<file path="src/hdl/sdd_pkg.sv">
// Shared types and constants for the signed value to display digit converter.
// Used by sdd_ctrl, sdd_dp and signed_value_to_display_digits. No dependencies.
package sdd_pkg;

  localparam int ValWidth   = 15;
  localparam int MagWidth   = ValWidth - 1;
  localparam int DigitWidth = 4;
  localparam int NumDigits  = 4;
  localparam int BcdWidth   = DigitWidth * NumDigits;
  localparam int CntWidth   = $clog2(MagWidth + 1);

  localparam logic signed [ValWidth-1:0] ValMax = 15'sd9999;
  localparam logic signed [ValWidth-1:0] ValMin = -15'sd9999;

  localparam logic [DigitWidth-1:0] SymZero  = 4'd0;
  localparam logic [DigitWidth-1:0] SymBlank = 4'd10;
  localparam logic [DigitWidth-1:0] SymMinus = 4'd11;
  localparam logic [DigitWidth-1:0] DabbleMin = 4'd5;
  localparam logic [DigitWidth-1:0] DabbleAdd = 4'd3;

  typedef struct packed {
    logic signed [ValWidth-1:0] signed_value;
    logic                       temperature_mode;
    logic                       row_select;
  } in_t;

  typedef struct packed {
    logic [DigitWidth-1:0] sym_hundreds;
    logic [DigitWidth-1:0] sym_tens;
    logic [DigitWidth-1:0] sym_ones;
    logic [DigitWidth-1:0] sym_tenths;
    logic                  point_on_ones;
    logic                  row_out;
  } out_t;

  typedef struct packed {
    logic load;
    logic shift;
    logic store;
  } ctrl_cmd_t;

  typedef struct packed {
    logic conv_done;
  } dp_stat_t;

endpackage

</file>
<file path="src/hdl/sdd_ctrl.sv">
// Sequencer for the converter: accept, shift-add conversion, result hand-off.
// Depends on sdd_pkg; drives sdd_dp through ctrl_cmd_t.
module sdd_ctrl (
  input  logic              clk,
  input  logic              rst_n,
  input  logic              in_valid,
  output logic              in_ready,
  output logic              out_valid,
  input  logic              out_ready,
  output sdd_pkg::ctrl_cmd_t cmd,
  input  sdd_pkg::dp_stat_t  stat
);

  localparam logic [1:0] StIdle = 2'd0;
  localparam logic [1:0] StConv = 2'd1;
  localparam logic [1:0] StFin  = 2'd2;

  logic [1:0] state_r, state_nxt;
  logic       out_valid_r, out_valid_nxt;

  always_comb begin
    state_nxt     = state_r;
    out_valid_nxt = out_valid_r && !out_ready;
    cmd           = '0;
    in_ready      = 1'b0;
    case (state_r)
      StIdle: begin
        in_ready = 1'b1;
        if (in_valid) begin
          cmd.load  = 1'b1;
          state_nxt = StConv;
        end
      end
      StConv: begin
        if (stat.conv_done) begin
          state_nxt = StFin;
        end else begin
          cmd.shift = 1'b1;
        end
      end
      StFin: begin
        if (!out_valid_r || out_ready) begin
          cmd.store     = 1'b1;
          out_valid_nxt = 1'b1;
          state_nxt     = StIdle;
        end
      end
      default: begin
        state_nxt = StIdle;
      end
    endcase
  end

  always_ff @(posedge clk) begin
    if (!rst_n) begin
      state_r     <= StIdle;
      out_valid_r <= 1'b0;
    end else begin
      state_r     <= state_nxt;
      out_valid_r <= out_valid_nxt;
    end
  end

  assign out_valid = out_valid_r;

endmodule

</file>
<file path="src/hdl/sdd_dp.sv">
// Datapath: saturation, magnitude, double-dabble BCD shifter, symbol mapping
// and result register. Depends on sdd_pkg; commanded by sdd_ctrl.
module sdd_dp (
  input  logic               clk,
  input  logic               rst_n,
  input  sdd_pkg::in_t       in_data,
  input  sdd_pkg::ctrl_cmd_t cmd,
  output sdd_pkg::dp_stat_t  stat,
  output sdd_pkg::out_t      out_data
);

  localparam int DW = sdd_pkg::DigitWidth;

  logic [sdd_pkg::MagWidth-1:0] bin_r, bin_nxt;
  logic [sdd_pkg::BcdWidth-1:0] bcd_r, bcd_nxt, bcd_adj;
  logic [sdd_pkg::CntWidth-1:0] cnt_r, cnt_nxt;
  logic                         neg_r, dec_r, row_r;
  sdd_pkg::out_t                out_r, res;

  logic signed [sdd_pkg::ValWidth-1:0] sat_v;
  logic signed [sdd_pkg::ValWidth-1:0] neg_v;
  logic [sdd_pkg::MagWidth-1:0]        mag;

  logic [DW-1:0] b3, b2, b1, b0, d3, d2, d1, d0, s3, s2, s1;
  logic          big, dec;

  // saturate and take magnitude
  always_comb begin
    sat_v = in_data.signed_value;
    if (in_data.signed_value > sdd_pkg::ValMax) begin
      sat_v = sdd_pkg::ValMax;
    end else if (in_data.signed_value < sdd_pkg::ValMin) begin
      sat_v = sdd_pkg::ValMin;
    end
    neg_v = -sat_v;
    mag   = sat_v[sdd_pkg::ValWidth-1] ? neg_v[sdd_pkg::MagWidth-1:0]
                                       : sat_v[sdd_pkg::MagWidth-1:0];
  end

  // add-3 correction on each BCD nibble, then shift one bit in
  always_comb begin
    for (int i = 0; i < sdd_pkg::NumDigits; i++) begin
      if (bcd_r[i*DW +: DW] >= sdd_pkg::DabbleMin) begin
        bcd_adj[i*DW +: DW] = bcd_r[i*DW +: DW] + sdd_pkg::DabbleAdd;
      end else begin
        bcd_adj[i*DW +: DW] = bcd_r[i*DW +: DW];
      end
    end
  end

  always_comb begin
    bin_nxt = bin_r;
    bcd_nxt = bcd_r;
    cnt_nxt = cnt_r;
    if (cmd.load) begin
      bin_nxt = mag;
      bcd_nxt = '0;
      cnt_nxt = '0;
    end else if (cmd.shift) begin
      bcd_nxt = {bcd_adj[sdd_pkg::BcdWidth-2:0], bin_r[sdd_pkg::MagWidth-1]};
      bin_nxt = {bin_r[sdd_pkg::MagWidth-2:0], 1'b0};
      cnt_nxt = cnt_r + 1'b1;
    end
  end

  assign stat.conv_done = (cnt_r == sdd_pkg::CntWidth'(sdd_pkg::MagWidth));

  // symbol mapping
  always_comb begin
    b3  = bcd_r[3*DW +: DW];
    b2  = bcd_r[2*DW +: DW];
    b1  = bcd_r[1*DW +: DW];
    b0  = bcd_r[0 +: DW];
    // large negative: drop the last digit
    big = neg_r && (b3 != sdd_pkg::SymZero);
    if (big) begin
      d3 = sdd_pkg::SymZero;
      d2 = b3;
      d1 = b2;
      d0 = b1;
    end else begin
      d3 = b3;
      d2 = b2;
      d1 = b1;
      d0 = b0;
    end
    dec = dec_r && !big;

    s3 = (d3 != sdd_pkg::SymZero) ? d3 : sdd_pkg::SymBlank;
    if (d2 != sdd_pkg::SymZero) begin
      s2 = d2;
    end else begin
      s2 = (s3 != sdd_pkg::SymBlank) ? sdd_pkg::SymZero : sdd_pkg::SymBlank;
    end
    if (d1 != sdd_pkg::SymZero) begin
      s1 = d1;
    end else begin
      s1 = (s2 != sdd_pkg::SymBlank) ? sdd_pkg::SymZero : sdd_pkg::SymBlank;
    end
    if (dec && s1 == sdd_pkg::SymBlank) begin
      s1 = sdd_pkg::SymZero;
    end

    if (neg_r) begin
      if (d3 == sdd_pkg::SymZero && d2 == sdd_pkg::SymZero &&
          d1 == sdd_pkg::SymZero && !dec) begin
        s1 = sdd_pkg::SymMinus;
      end else if (d3 == sdd_pkg::SymZero && d2 == sdd_pkg::SymZero) begin
        s2 = sdd_pkg::SymMinus;
      end else if (d3 == sdd_pkg::SymZero) begin
        s3 = sdd_pkg::SymMinus;
      end
    end

    res.sym_hundreds  = s3;
    res.sym_tens      = s2;
    res.sym_ones      = s1;
    res.sym_tenths    = d0;
    res.point_on_ones = dec;
    res.row_out       = row_r;
  end

  always_ff @(posedge clk) begin
    if (!rst_n) begin
      cnt_r <= '0;
    end else begin
      cnt_r <= cnt_nxt;
    end
  end

  always_ff @(posedge clk) begin
    bin_r <= bin_nxt;
    bcd_r <= bcd_nxt;
    if (cmd.load) begin
      neg_r <= sat_v[sdd_pkg::ValWidth-1];
      dec_r <= in_data.temperature_mode;
      row_r <= in_data.row_select;
    end
    if (cmd.store) begin
      out_r <= res;
    end
  end

  assign out_data = out_r;

endmodule

</file>
<file path="src/hdl/signed_value_to_display_digits.sv">
// Signed value to four display symbols, with leading blanking and sign.
// Inputs are taken only while idle, so a new beat waits until the previous one has
// finished the 14 shift steps of the double-dabble BCD converter and been stored.
// The next input beat is taken while a finished result waits on the output.
// Reset (rst_n low, synchronous) empties the sequencer and clears out_valid; out_data is not reset.
module signed_value_to_display_digits (
  input  logic          clk,
  input  logic          rst_n,
  input  logic          in_valid,
  output logic          in_ready,
  input  sdd_pkg::in_t  in_data,
  output logic          out_valid,
  input  logic          out_ready,
  output sdd_pkg::out_t out_data
);

  sdd_pkg::ctrl_cmd_t cmd;
  sdd_pkg::dp_stat_t  stat;

  sdd_ctrl u_ctrl (
    .clk       (clk),
    .rst_n     (rst_n),
    .in_valid  (in_valid),
    .in_ready  (in_ready),
    .out_valid (out_valid),
    .out_ready (out_ready),
    .cmd       (cmd),
    .stat      (stat)
  );

  sdd_dp u_dp (
    .clk      (clk),
    .rst_n    (rst_n),
    .in_data  (in_data),
    .cmd      (cmd),
    .stat     (stat),
    .out_data (out_data)
  );

  // busy right after a beat is taken
  a_busy_after_accept: assert property (@(posedge clk) disable iff (!rst_n)
    (in_valid && in_ready) |=> !in_ready)
    else $error("input taken twice in a row");

  // a lit point always sits on a numeral
  a_point_on_digit: assert property (@(posedge clk) disable iff (!rst_n)
    (out_valid && out_data.point_on_ones) |->
      (out_data.sym_ones != sdd_pkg::SymBlank && out_data.sym_ones != sdd_pkg::SymMinus))
    else $error("point on non-numeral");

  a_tenths_numeral: assert property (@(posedge clk) disable iff (!rst_n)
    out_valid |-> (out_data.sym_tenths <= 4'd9))
    else $error("rightmost symbol not a numeral");

  // at most one minus sign
  a_one_minus: assert property (@(posedge clk) disable iff (!rst_n)
    out_valid |-> $onehot0({out_data.sym_hundreds == sdd_pkg::SymMinus,
                            out_data.sym_tens == sdd_pkg::SymMinus,
                            out_data.sym_ones == sdd_pkg::SymMinus}))
    else $error("more than one minus sign");

endmodule
</file>
<file path="config.mk">
export PLATFORM = sky130hd
export DESIGN_NAME = signed_value_to_display_digits
export DESIGN_NICKNAME = d
export VERILOG_FILES = /design/src/hdl/sdd_pkg.sv /design/src/hdl/sdd_ctrl.sv /design/src/hdl/sdd_dp.sv /design/src/hdl/signed_value_to_display_digits.sv
export SDC_FILE = /design/constraint.sdc
export NUM_CORES = 1
export LEC_CHECK = 0
export BUFFER_PORTS_ARGS = -buffer_cell sky130_fd_sc_hd__clkbuf_2
export CAP_MARGIN = 20
export CORE_ASPECT_RATIO = 1.5
export CORE_MARGIN = 2
export CORE_UTILIZATION = 48
export DETAILED_ROUTE_END_ITERATION = 10
export PLACE_DENSITY = 0.71
export SYNTH_ARGS = -nofsm -noshare
export SYNTH_HDL_FRONTEND = slang
export SYNTH_SLANG_ARGS = --single-unit
</file>
<file path="constraint.sdc">
create_clock -name clk -period 10.7 [get_ports clk]
set_input_delay 1.07 -clock clk [delete_from_list [all_inputs] [get_ports clk]]
set_output_delay 1.07 -clock clk [all_outputs]
set_load 0.005 [all_outputs]
</file>
# == After elaboration in Yosys (flattened, before gate mapping) ==
# Cells that the tools add are included.
# classes
eq_ne,9
bitwise_logic,1
addsub,6
n_lt_le_gt_ge,6
muxes,41
n_reduce_logical,23
# ops
op,count
4-bit two-way mux,22
14-bit two-way mux,3
15-bit two-way mux,2
4-bit by 3-bit >= comparator with 1-bit output (second input constant),4
4-bit nonzero test,4
15-bit > comparator (second input constant),1
15-bit < comparator (second input constant),1
14-bit negation,1
4-bit by 2-bit adder with 4-bit output (second input constant),3
4-bit logical NOT,3
1-bit two-way mux,9
4-bit == test (second input constant),2
4-bit != test (second input constant),2
1-bit logical AND,7
2-bit two-way mux,3
2-bit case mux with 3 select lines,1
4-bit by 1-bit adder with 4-bit output (second input constant),1
1-bit logical NOT,4
2-bit != test (second input constant),2
3-bit by 2-bit adder with 3-bit output (second input constant),1
3-bit two-way mux,1
3-bit AND reduction,1
2-bit by 1-bit == test with 1-bit output (second input constant),1
2-bit == test (second input constant),1
other kinds (6),6
# totals
word_cells,100
inputBits,21
ff_bits,58

# == Logic depth before layout (Yosys ltp) ==
# logic_depth
depth_word,16
depth_mapped,14
mapped_depth_nobuf,13

# == Cells and area by module ==
# Synthesis repeated with hierarchy kept, for this count alone.
# hier_totals
cells_unflattened,379
area_unflattened_um2,3468.3
# modules_own_cells
module,seq_area_each_um2,cells_each,area_per_inst_um2,instances
sdd_dp,1451.4,362,3310.7,1
sdd_ctrl,60.1,17,157.7,1

# == Least setup slack after synthesis ==
# OpenSTA, ideal clock, no wires.
# synth_timing
kind,input-to-reg
start,in in_data[5] (netlist name)
end,"reg u_dp.bin_r[10] (netlist name), data pin"
path_slack_ns,6.474
arrival_ns,3.968
cell_stages,14
setup_time_ns,0.258
path_buffers,2
cell_sequence,or4_1 a21oi_1 nor2_1 o21ai_0 ha_1 clkbuf_1 clkbuf_1 nor3_1 ha_1 nor3b_1 a31oi_1 xnor2_1 o21ai_0 nand2_1
# synth_via
elab_chain_len,6
# synth_lines
item,line,rtl
"start, declared",signed_value_to_display_digits.sv:11,"input sdd_pkg::in_t in_data,"
15-bit < comparator,sdd_dp.sv:32,end else if (in_data.signed_value < sdd_pkg::ValMin) begin
15-bit two-way mux,sdd_dp.sv:32,
15-bit two-way mux *,sdd_dp.sv:30,if (in_data.signed_value > sdd_pkg::ValMax) begin
14-bit negation,sdd_dp.sv:35,neg_v = -sat_v;
14-bit two-way mux *,sdd_dp.sv:36,mag = sat_v[sdd_pkg::ValWidth-1] ? neg_v[sdd_pkg::MagWidth-1:0]
14-bit two-way mux *,sdd_dp.sv:55,if (cmd.load) begin
"net u_dp.bin_nxt, one bit",sdd_dp.sv:14,"logic [sdd_pkg::MagWidth-1:0] bin_r, bin_nxt;"
"end signal, assigned",sdd_dp.sv:132,bin_r <= bin_nxt;
"end, declared",sdd_dp.sv:14,
# Mark *: on every way through the listed nets, which the timed path passes. The rest lies on a longest branch.
# A chain may end at the register's enable or synchronous reset.

# == Final worst setup path ==
# layout_timing
start,in in_data[5] (netlist name)
end,"reg u_dp.bin_r[8] (netlist name), data pin"
# The elaborated chain is that of the path after synthesis.

==> flow_summary.json <==
{
  "final-max-slew-violation-count": 0,
  "floorplan.core_area_mm2": 0.006805,
  "finalWeightedCongestion": 0.8390,
  "htreeDepth": 3,
  "postSynth.asyncResetShare_pct": 0,
  "synthesis.nets": 411,
  "share_seq_of_total_power_pct": 50.5,
  "timing.critical_path.to_type": "flop",
  "drt.antenna.violating_nets": 0,
  "share_comb_of_total_power_pct": 11.8,
  "crit_path_start_kind": "input pin",
  "worst_pin_slew_ns": 0.7747,
  "critical_path_peak_fanout": 20,
  "detailedPlacementHpwl_um": 4774,
  "finalSetupViolCount": 0,
  "powerDensity_mw_per_mm2": 136.4,
  "yosys_warnings": 0,
  "start_util_pct": 48.83,
  "floorplan.rows": 37,
  "global_route.usage.total_pct": 19.14,
  "grt_overflow": 0,
  "post_cts.repair.setup_buffers": 0,
  "rsz_0062_raised_after_global_routing": "false",
  "multiInputGateArea_mm2": 0.001645,
  "grt_pass1_vias": 2725,
  "post-route-min-period_ns": 4.422,
  "cts.repair.resized": 0,
  "place_inst": 474,
  "critical_path_class": "input pin to flop",
  "cts_hold_repair.buffers": 0,
  "die_area_mm2": 0.007618,
  "critical_path_arrival_ns": 4.52,
  "cts.reportedPaths.clkPinSlew_ns": 0.07,
  "max_stage_delay_on_crit_path_ns": 0.62,
  "synth_to_layout_area_growth_pct": 12.01,
  "irDropWorstVdd_uv": 58.69,
  "count_of_fill_cells_added_during_filler_insertion": 646,
  "fin_worst_skew_ns": 0.005990,
  "dr_vias_cell": 5.662,
  "top_level_ports": 41,
  "route.final.wire_length_um": 6614,
  "route.detailed.drc": 0,
  "dr.pass1.iters": 4,
  "number_of_antenna_cells_inserted": 0,
  "layout_worst_path_cycle_share_pct": 41.32,
  "power_leakage_nw": 1.464,
  "post_route_cells_drive_above_1_share_pct": 15.01,
  "post_synthesis_instance_area_mm2": 0.003323,
  "final_net_count": 441,
  "sequential_cell_area_mm2": 0.001511,
  "syn_area_per_cell_um2": 8.792,
  "post_synth_num_cell_types": 52,
  "largest_net_degree_at_the_start_of_global_routing": 29,
  "postSynthRegisterBits": 58,
  "internal_power_mw": 0.3792,
  "worstPathBufferInverterCount": 2,
  "antenna_violations_before_repair": 0,
  "hold_class": "flop to flop",
  "status": "completed",
  "synth_cells": 378,
  "switchingPower_mw": 0.1285,
  "power.switching_fraction_pct": 25.32,
  "drt-wirelength-per-cell_um": 13.47,
  "ys_seq_area_share_pct": 45.48,
  "path_cells": "clkbuf_2 -> or4_1 -> a21oi_1 -> nor2_1 -> o21ai_0 -> ha_1 -> inv_1 -> a21oi_1 -> ha_1 -> nor3b_1 -> a31oi_1 -> mux2i_1 -> o21ai_0 -> nand2_1",
  "dr_total_vias": 2780,
  "max_freq_mhz": 226.2,
  "pwr-share-clk_pct": 37.7,
  "synth-edff-count": 35,
  "cp_data_required_time_ns": 10.79,
  "drt-initial-drc-count": 187,
  "max-slew-margin-rel_pct": 48.36,
  "clock_latency_ns": 0.33,
  "timing.setup.tns_ns": 0,
  "die_x_um": 71.94,
  "cts.sinks": 58,
  "numCtsBuffers": 9,
  "chipHeight_um": 105.9,
  "cp_top_family": "simple AND/OR/NAND/NOR gates",
  "drv_cap": 0,
  "global_route_wire_length_before_repair_um": 11720,
  "root_buf_cell": "sky130_fd_sc_hd__clkbuf_8",
  "cts_tree": "built",
  "cts_buffer_depth": 2,
  "timing.critical_path.slowest_stage_cell": "sky130_fd_sc_hd__or4_1",
  "hold_viol": 0,
  "port-buffer-count": 40,
  "synth_ff_type": "sky130_fd_sc_hd__edfxtp_1",
  "post_route_non_filler_standard_cell_count": 491
}
## kinds of logic after synthesis
family,count (synthesis),share of synthesized area (%)
DFF,58,45.48
and+or+nand+nor,155,22.18
xor gates and xnor gates,15,3.953
AOI/OAI and AO/OA,95,17.96
adders and majority gates,12,4.518
muxes,3,0.9037
buffers and inverters,40,5.007
## Yosys cell counts (all sizes together), types with 6 or more instances
library cell | count | area (um^2)
a21oi | 33 | 176.4
a22o | 7 | 61.31
clkbuf | 20 | 75.07
dfxtp | 23 | 460.4
edfxtp | 35 | 1051
ha | 12 | 150.1
inv | 16 | 60.06
nand2 | 57 | 214.0
nand2b | 10 | 62.56
nand3 | 19 | 100.1
nor2 | 34 | 127.6
nor3 | 6 | 30.03
nor4 | 6 | 37.54
o21ai | 28 | 140.1
xnor2 | 10 | 87.58
## final cells by class
class                   count  area share (%)
flip-flops and latches     58           40.61
multi-input cells         280           44.20
inverters                  16           1.613
clock inverters             6           1.546
repair buffers             43           5.983
well taps                  78           2.622
clock buffers              10           3.429
## layout by cell type, fill, tap and decap left out, types with 7 or more instances in the layout
cell / synthesis / layout
sky130_fd_sc_hd__edfxtp_1: 35 / 35
sky130_fd_sc_hd__nand2b_1: 10 / 10
sky130_fd_sc_hd__clkbuf_2: 0 / 40
sky130_fd_sc_hd__o21ai_0: 27 / 27
sky130_fd_sc_hd__dfxtp_1: 23 / 23
sky130_fd_sc_hd__a21oi_1: 32 / 32
sky130_fd_sc_hd__nand2_1: 57 / 57
sky130_fd_sc_hd__nand3_1: 18 / 18
sky130_fd_sc_hd__nor2_1: 34 / 34
sky130_fd_sc_hd__ha_1: 12 / 12
sky130_fd_sc_hd__xnor2_1: 10 / 10
sky130_fd_sc_hd__a22o_1: 7 / 7
sky130_fd_sc_hd__clkbuf_8: 0 / 9
sky130_fd_sc_hd__inv_1: 16 / 16
## power by group through the flow
stage	Clock, mW	Sequential, mW	Combinational (mW)
floorplan	0	0.259	0.0441
global placement	0	0.261	0.0574
detailed placement	0	0.262	0.0588
CTS	0.194	0.257	0.0592
global route	0.203	0.258	0.0688
finish	0.191	0.257	0.0598
## stage by stage
stage	power [mW]	cell area, um^2	hold WS [ns]	worst slack, ns	util (%)
final	0.5077	3722	0.4239	6.278	54.70
after global routing	0.5294	3722	0.4409	5.891	54.70
after CTS	0.5102	3715	0.4259	6.343	54.59
after detailed placement	0.3204	3530	0.4107	5.992	51.87
after global placement	0.3185	3530	0.4022	6.094	51.87
after floorplan	0.3027	3323	0.4003	6.474	-
## registers in the layout, indices dropped and copies added (netlist names)
signal / count
u_dp.out_data: 18
u_dp.bcd_r: 16
u_dp.bin_r: 14
u_dp.cnt_r: 4
u_ctrl.state_r: 2
u_ctrl.out_valid: 1
u_dp.dec_r: 1
u_dp.neg_r: 1
u_dp.row_r: 1
## final timing paths
path	from	end	slack (ns)	depth (start not counted)
worst max-delay path	in_data[5]	u_dp.bin_r[8]$_DFFE_PP_	6.28	14
worst min-delay path	u_dp.row_r$_DFFE_PP_	u_dp.out_data[0]$_DFFE_PP_	0.42	0
worst max register to register	u_dp.bcd_r[13]$_SDFFE_PP0P_	u_dp.out_data[14]$_DFFE_PP_	8.21	7
worst min register to register	u_dp.row_r$_DFFE_PP_	u_dp.out_data[0]$_DFFE_PP_	0.42	0
## routing by layer
layer	wire length [um]	vias up	global-route usage [%]	share of wire (%)
met1	2727	1265	21.35	41
li1	-	1413	-	-
met2	3403	84	33.60	51
met4	201	0	10.51	3.0
met5	0	-	0	0
met3	281	18	3.507	4.2
## worst reg2reg max path, cell delays in order, from the launching register on
cell and delay [ns]:
sky130_fd_sc_hd__dfxtp_1 0.40, sky130_fd_sc_hd__inv_1 0.16, sky130_fd_sc_hd__ha_1 0.27, sky130_fd_sc_hd__or3b_1 0.48
sky130_fd_sc_hd__nand2_1 0.31, sky130_fd_sc_hd__a32o_1 0.24, sky130_fd_sc_hd__nand3_2 0.12, sky130_fd_sc_hd__a32o_1 0.27
Power figures use the tool's default switching activity.
